<file path="src/hw/rtl/tlb_page_table_translator_assert.svh">
// Assertion macros for the translator
`ifndef TLB_PAGE_TABLE_TRANSLATOR_ASSERT_SVH
`define TLB_PAGE_TABLE_TRANSLATOR_ASSERT_SVH
`ifndef SYNTHESIS
`define TPT_ASSERT_IMPL(label, clk, rst_n, prop, msg) \
    label: assert property (@(posedge clk) disable iff (!rst_n) prop) else $error(msg);
`define TPT_ASSERT_NEXT(label, clk, rst_n, a, b, msg) \
    label: assert property (@(posedge clk) disable iff (!rst_n) (a) |=> (b)) else $error(msg);
`else
`define TPT_ASSERT_IMPL(label, clk, rst_n, prop, msg)
`define TPT_ASSERT_NEXT(label, clk, rst_n, a, b, msg)
`endif
`endif

</file>
<file path="src/hw/rtl/tpt_pkg.sv">
package tpt_pkg;
    localparam int TLB_SLOTS_DEF  = 16;
    localparam int MAX_FRAMES_DEF = 256;
    localparam int PAGE_W  = 8;
    localparam int FRAME_W = 8;
    localparam int STAMP_W = 32;
    localparam int CNT_W   = 32;
    localparam int PAGE_COUNT = 256;

    localparam logic [1:0] HIT_TLB   = 2'd0;
    localparam logic [1:0] HIT_TABLE = 2'd1;
    localparam logic [1:0] HIT_FAULT = 2'd2;

    localparam logic CFG_MODE   = 1'b0;
    localparam logic CFG_FRAMES = 1'b1;

    typedef struct packed {
        logic [PAGE_W-1:0] page;
        logic [7:0]        offset;
    } req_t;

    typedef struct packed {
        logic [15:0]        physical_address;
        logic [1:0]         hit_class;
        logic               evicted_valid;
        logic [PAGE_W-1:0]  evicted_page;
        logic [CNT_W-1:0]   tlb_hit_total;
        logic [CNT_W-1:0]   table_hit_total;
        logic [CNT_W-1:0]   fault_total;
    } res_t;
endpackage

</file>
<file path="src/hw/rtl/tpt_front.sv">
module tpt_front import tpt_pkg::*; #(
    parameter int DEPTH = 2
) (
    input  logic              clk,
    input  logic              rst_n,
    input  logic              in_valid,
    output logic              in_stall,
    input  logic [15:0]       logical_address,
    output logic              q_valid,
    input  logic              q_take,
    output req_t              q_req
);
    localparam int AW = (DEPTH > 1) ? $clog2(DEPTH) : 1;

    req_t            buf_reg [DEPTH];
    logic [AW-1:0]   wr_reg, rd_reg;
    logic [AW:0]     cnt_reg;
    logic            push, pop;

    assign in_stall = (cnt_reg == (AW+1)'(DEPTH));
    assign push     = in_valid && !in_stall;
    assign q_valid  = (cnt_reg != '0);
    assign pop      = q_valid && q_take;
    assign q_req    = buf_reg[rd_reg];

    // split the address into page and offset on entry
    always_ff @(posedge clk)
    begin
        if (push)
        begin
            buf_reg[wr_reg] <= '{page: logical_address[15:8], offset: logical_address[7:0]};
        end
    end

    // advance queue pointers
    always_ff @(posedge clk or negedge rst_n)
    begin
        if (!rst_n)
        begin
            wr_reg  <= '0;
            rd_reg  <= '0;
            cnt_reg <= '0;
        end
        else
        begin
            if (push)
            begin
                wr_reg <= (wr_reg == AW'(DEPTH-1)) ? '0 : wr_reg + 1'b1;
            end
            if (pop)
            begin
                rd_reg <= (rd_reg == AW'(DEPTH-1)) ? '0 : rd_reg + 1'b1;
            end
            cnt_reg <= cnt_reg + (AW+1)'(push) - (AW+1)'(pop);
        end
    end
endmodule

</file>
<file path="config.mk">
export PLATFORM = sky130hd
export DESIGN_NAME = tpt_front
export DESIGN_NICKNAME = d
export VERILOG_FILES = /design/src/hw/rtl/tlb_page_table_translator_assert.svh /design/src/hw/rtl/tpt_pkg.sv /design/src/hw/rtl/tpt_front.sv
export SDC_FILE = /design/constraint.sdc
export NUM_CORES = 1
export LEC_CHECK = 0
export BUFFER_PORTS_ARGS = -buffer_cell sky130_fd_sc_hd__buf_2
export CAP_MARGIN = 25
export CORE_UTILIZATION = 50
export DETAILED_ROUTE_END_ITERATION = 10
export PLACE_DENSITY = 0.77
export SLEW_MARGIN = 25
export SYNTH_ARGS = -nofsm -noshare
export SYNTH_HDL_FRONTEND = slang
export SYNTH_SLANG_ARGS = --single-unit
</file>
<file path="constraint.sdc">
create_clock -name clk -period 2.3 [get_ports clk]
set_input_delay 0.115 -clock clk [delete_from_list [all_inputs] [get_ports clk]]
set_output_delay 0.115 -clock clk [all_outputs]
set_load 0.02 [all_outputs]
</file>
==> results of run 1 <==
-- power by group through the flow --
stage	Combinational (W)	Sequential (W)	Clock (W)
after global routing	0.000875	0.00102	0.000337
after detailed placement	0.000798	0.00102	0
final	0.000808	0.000998	0.000307
after global placement	0.000772	0.00100	0
after floorplan	0.000639	0.000957	0
after CTS	0.000823	0.00100	0.000316
-- worst min path at each step --
stage	cells after the start	slack, ns	end	startpoint
after floorplan	0	-0.18	cnt_reg[0]	rst_n
after global placement	1	-0.08	cnt_reg[0]	rst_n
after detailed placement	1	-0.07	cnt_reg[1]	rst_n
after CTS	3	0.07	rd_reg	q_take
after global routing	3	0.09	rd_reg	q_take
final	3	0.09	rd_reg	q_take
-- stage by stage --
stage	area (um2)	setup slack, ns	hold slack (ns)	cells	util
floorplan	1400	0.583	-0.181	68	-
global placement	1620	0.686	-0.0791	135	0.629
detailed placement	1620	0.617	-0.0725	135	0.629
CTS	1840	0.341	0.0678	160	0.715
global route	1840	0.284	0.0894	160	0.715
finish	1840	0.401	0.0861	160	0.715
-- area by class of cell --
cell class,instances,area (um2),share of cell area
Clock buffer,7,45.0,0.0245
Clock inverter,1,5.00,0.00273
Inverter,2,7.51,0.00409
Multi-Input combinational cell,28,309,0.168
Sequential cell,36,1060,0.578
Tap cell,30,37.5,0.0204
Timing Repair Buffer,56,370,0.202
-- routing by layer --
layer / GRT usage / wire (um) / vias to the layer above
li1: - / - / 379
met1: 0.161 / 909 / 364
met2: 0.285 / 1110 / 21
met3: 0.0601 / 88 / 7
met4: 0.125 / 76 / 0
met5: 0 / 0 / -
-- cell families (layout without fill, tap and decap cells) --
logic type / count (synthesis) / after routing / share of synthesized area
simple gates: 6 / 6 / 0.0250
buf+inv: 4 / 66 / 0.0214
fa+ha+maj: 2 / 2 / 0.0179
mux: 16 / 16 / 0.153
flops: 36 / 36 / 0.758
xor+xnor: 4 / 4 / 0.0250
-- timing repair --
action,in CTS,in global routing
hold buffers,17,0
setup buffers,0,0
hold endpoints to repair,36,0
-- cells in the final DEF (no fill, tap or decap) --
master,synthesis,layout
mux2_4,9,9
clkbuf_4,0,5
nand2b_1,1,1
xor2_1,1,1
xnor2_1,3,3
inv_1,2,2
dlygate4sd3_1,0,17
buf_4,0,2
ha_1,2,2
buf_2,0,37
and3_1,1,1
clkbuf_1,0,2
mux2_1,7,7
nor2_1,1,1
clkinv_2,0,1
edfxtp_1,32,32
or2_1,1,1
and2_4,1,1
nand2_1,1,1
dfrtp_1,4,4
-- tightest hold or removal path: stages --
cell	delay (ns)
buf_2	0.08
and2_4	0.13
xor2_1	0.05
==> run_results.csv, run 1 <==
group,metric,value,unit
synthesis,ys_seq_area_frac,0.758,
pwr,clock_power_share,0.145,
worst_setup_path,end_kind,"output pin",
worst_setup_path,crit_end,"q_req[12]",
drt,drc,0,
clock_network,cts-resized-gates,0,
pwr,power_density,1150,nW/um2
drt,wirelength,2190,um
die,die_h,54.9,um
timing,maxSlewHeadroom,0.499,
synthesis,syn_inst,68,
worst_setup_path,crit_start,"rd_reg",
pwr,p_int,0.00140,W
timing,worstMarginPinSlew,0.752,ns
outcome,status,"complete, no violations",
drt,wl_per_cell,13.7,um
clock_network,insertion_delay,0.33,ns
finish,syn_to_final_growth,31.1,%
pwr,seq_power_share,0.472,
synthesis,synth-main-ff-cell,"edfxtp_1",
drt,detail-route-antenna-nets,0,
timing,finalMaxSlewViolations,0,
clock_network,clockBufferDepth,2,
clock_network,cts.sinks,36,
worst_setup_path,cp.required,2.18,ns
worst_setup_path,path_depth,3,
timing,hold_violations,0,
synthesis,synth_most_common_cell,"edfxtp_1",
drt,drtIter0Drc,8,
timing,tns,0,ns
timing,setup_viol,0,
timing,min_period,1.90,ns
drt,dr.pass1.iters,3,
clock_network,cts_root_buffer,"clkbuf_4",
pwr,pwr-share-comb,0.383,
die,io_pins,38,
synthesis,async_reset_ff_frac,0.111,
worst_setup_path,critical_path_class,"flop to output pin",
worst_setup_path,crit_fanout,12,
finish,fillers,201,
worst_setup_path,rr_worst_depth,7,
finish,final_net_count,151,
pwr,p_total,0.00211,W
synthesis,synth_area,1400,um2
pwr,p_sw,0.000714,W
worst_hold_path,hold_class,"primary input to flop",
job,maxCapViolations,0,
worst_setup_path,cpPeakStageDelay,0.71,ns
synthesis,synth.yosys.warnings,0,
die,core_area,2570,um2
placement,gp_congestion,0.606,
die,initial_core_util,0.545,
pwr,leakagePower,0.761,nW
worst_setup_path,crit_chain,"buf_4 -> mux2_4 -> buf_2",
finish,layout-drive-gt1-share,0.423,
synthesis,ys_top_cells_by_area,"edfxtp_1, mux2_4, dfrtp_1",
worst_setup_path,path_buf_inv,2,
worst_setup_path,worst_path_max_delay_cell,"dfrtp_1",
global_routing,grt_pass1_wl,3160,um
worst_setup_path,path_delay_family,"flip-flops",
synthesis,synth_edf_count,32,
clock_network,htree_levels,2,
timing,rsz0062_at_grt,"false",
worst_setup_path,timing.rr.end,"cnt_reg[1]",
drt,post_drt_via_cell_ratio,4.82,
worst_setup_path,startpoint_type,"flop",
worst_setup_path,r2r-start,"cnt_reg[1]",
placement,place_hpwl,1440,um
synthesis,synth_cell_types,15,
global_routing,grt_use_total,0.166,
synthesis,avgSynthCellArea,20.6,um2
global_routing,grt_pass1_vias,770,
placement,portBuffers,37,
global_routing,grt_overflow,0,
die,die_width,54.9,um
timing,min_period_over_period,0.826,
worst_setup_path,r2r_setup_slack,0.61,ns
pwr,swShare,0.338,
clock_network,clkSlewWorstSetupHoldPaths,0.10,ns
die,die_area,3020,um2
drt,vias,771,
synthesis,post-synth-top-area-cell,"edfxtp_1",
finish,antenna_cells,0,
timing,fmax,527,MHz
global_routing,antenna_found_initial,0,
synthesis,syn_nets,90,
finish,largest_register_ffs,32,
synthesis,netlist.area_leader.share,0.686,
clock_network,cts_buffers,5,
die,fp-row-count,18,
synthesis,ys_ff_latch,36,
synthesis,synth_common_cells,"edfxtp_1, mux2_4, mux2_1, dfrtp_1, xnor2_1",
clock_network,cts_tree,"done",
timing,clock_skew,0.0187,ns
global_routing,grt_max_degree,17,
pwr,peakVddDrop,0.838,mV
worst_setup_path,critPathArrivalTime,1.78,ns
Note: power is estimated with default switching activity, not from simulation.
==> run 2, diff against run 1 <==
- ABC_AREA: unset -> 1
- CORE_UTILIZATION: 50 -> 51
- PLACE_DENSITY: 0.77 -> 0.78
- clock period: 2.3 -> 1.8 ns (I/O delays scaled with it)
==> run_results.csv, run 2 <==
group,metric,value,unit
outcome,status,"complete, no violations",
die,core_area,2570,um2
drt,drc,0,
synthesis,async_reset_ff_frac,0.111,
clock_network,clockBufferDepth,2,
synthesis,avgSynthCellArea,12.3,um2
worst_setup_path,startpoint_type,"flop",
synthesis,syn_inst,116,
clock_network,cts_tree,"done",
timing,hold_violations,0,
clock_network,htree_levels,2,
die,initial_core_util,0.558,
synthesis,synth_fa_ha_area_frac,0.0175,
drt,post_drt_via_cell_ratio,4.71,
global_routing,grt_pass1_wl,3350,um
die,die_h,55.0,um
placement,place_hpwl,1530,um
synthesis,ys_ff_latch,36,
synthesis,synth-xor-area-share,0,
worst_setup_path,cp.required,1.71,ns
drt,wl_per_cell,11.2,um
pwr,peakVddDrop,1.01,mV
pwr,power_density,1480,nW/um2
timing,setup_viol,0,
clock_network,post_cts_buffers,0,
worst_setup_path,crit_fanout,11,
synthesis,synth_compound_area_frac,0,
clock_network,insertion_delay,0.34,ns
finish,layout_commonest_cell,"nand2_1",
clock_network,cts.sinks,36,
die,fp-row-count,18,
worst_setup_path,end_kind,"output pin",
finish,ff_latch_area,1060,um2
synthesis,ys_top_cells_by_area,"edfxtp_1, nand2_1, dfrtp_1",
drt,dr.pass1.iters,4,
global_routing,grt_pass1_vias,783,
job,maxCapViolations,0,
clock_network,clkSlewWorstSetupHoldPaths,0.10,ns
finish,multi_input_area,285,um2
worst_setup_path,crit_chain,"buf_4 -> nand2_1 -> nand2_1 -> buf_2",
synthesis,synth_area,1430,um2
global_routing,grt_overflow,0,
timing,worstMarginPinSlew,0.469,ns
synthesis,ys_seq_area_frac,0.741,
finish,final_area,1870,um2
synthesis,syn_nets,138,
finish,final_net_count,200,
clock_network,cts_buffers,5,
finish,mostFrequentLayoutCells,"nand2_1, buf_2, edfxtp_1, dlygate4sd3_1, inv_1",
global_routing,grt_max_degree,18,
timing,fmax,623,MHz
worst_hold_path,hold_class,"primary input to flop",
worst_setup_path,worst_path_max_delay_cell,"dfrtp_1",
synthesis,synth_most_common_cell,"nand2_1",
timing,tns,0,ns
timing,finalMaxSlewViolations,0,
global_routing,grt_use_total,0.176,
drt,detail-route-antenna-nets,0,
clock_network,cts_hold_buf,18,
finish,layout-drive-gt1-share,0.296,
synthesis,synth.area.mux_share,0,
drt,drtIter0Drc,20,
synthesis,synth_edf_count,32,
clock_network,cts-resized-gates,0,
timing,rsz0062_at_grt,"false",
placement,portBuffers,37,
drt,vias,984,
synthesis,synth.yosys.warnings,0,
placement,gp_congestion,0.693,
synthesis,post-synth-top-area-cell,"edfxtp_1",
pwr,leakagePower,0.876,nW
worst_setup_path,cpPeakStageDelay,0.65,ns
timing,clock_skew,0.00717,ns
synthesis,synth_cell_types,12,
die,die_area,3020,um2
synthesis,netlist.area_leader.share,0.671,
synthesis,synth_top_family_by_area,"simple AND/OR/NAND/NOR gates",
die,io_pins,38,
global_routing,antenna_found_initial,0,
worst_setup_path,critical_path_class,"flop to output pin",
synthesis,synth_common_cells,"nand2_1, edfxtp_1, inv_1, nand2_2, dfrtp_1",
finish,syn_to_final_growth,30.5,%
clock_network,cts_root_buffer,"clkbuf_4",
drt,wirelength,2340,um
finish,largest_register_ffs,32,
synthesis,synth-main-ff-cell,"edfxtp_1",
timing,min_period_over_period,0.891,
placement,dpl_cell_area,1640,um2
worst_setup_path,path_common_cell,"nand2_1",
worst_setup_path,critPathArrivalTime,1.51,ns
synthesis,synthSimpleGateAreaFrac,0.182,
finish,antenna_cells,0,
die,die_width,55.0,um
timing,maxSlewHeadroom,0.687,
timing,min_period,1.60,ns
finish,fillers,192,
-- run 2: critical path, delay by kind of cell (launching register included) --
kind,cells,cell delay [ns]
buffers and inverters,2,0.41
DFF,1,0.65
and+or+nand+nor,2,0.12
-- run 2: layer usage --
metal / vias to the layer above / share of wire / global-route usage
met5: - / 0 / 0
met4: 0 / 0.020 / 0.0875
met3: 6 / 0.067 / 0.0874
met2: 31 / 0.50 / 0.291
met1: 445 / 0.42 / 0.185
li1: 502 / - / -
-- run 2: final timing paths --
kind | cells past startpoint | from | slack (ns) | end
max in group asynchronous | 2 | rst_n | 1.60 | cnt_reg[1]
hold reg to reg | 2 | wr_reg | 0.49 | wr_reg
setup / recovery | 4 | rd_reg | 0.20 | q_req[2]
setup reg to reg | 9 | cnt_reg[0] | 0.40 | cnt_reg[1]
hold / removal | 3 | in_valid | 0.03 | wr_reg
min in group asynchronous | 2 | rst_n | 0.08 | wr_reg
-- run 2: final cells by class --
cell class              count  area share
flip-flops and latches     36       0.568
repair buffers             58       0.208
multi-input cells          67       0.153
inverters                  10      0.0241
clock buffers               5      0.0201
well taps                  30      0.0201
clock inverters             3     0.00737
-- run 2: logic make-up (layout without fill, tap and decap cells) --
kind of cell,after synthesis,in the layout
adders and majority gates,2,2
buffers and inverters,13,76
DFF,36,36
and+or+nand+nor,65,65
-- run 2: stage by stage --
| stage | hold slack [ns] | setup WS, ns | util | total power, W | cells |
|---|---|---|---|---|---|
| after floorplan | -0.206 | 0.160 | - | 0.00207 | 116 |
| after global placement | -0.101 | 0.483 | 0.637 | 0.00234 | 183 |
| after detailed placement | -0.0981 | 0.409 | 0.637 | 0.00237 | 183 |
| after CTS | 0.0124 | 0.151 | 0.728 | 0.00280 | 209 |
| after global routing | 0.0157 | 0.0546 | 0.728 | 0.00297 | 209 |
| final | 0.0290 | 0.195 | 0.728 | 0.00277 | 209 |
-- run 2: report_power, final --
| part | internal [W] | switching, W |
|---|---|---|
| Combinational | 0.000373 | 0.000744 |
| Sequential | 0.00115 | 0.000104 |
| Clock | 0.000143 | 0.000254 |
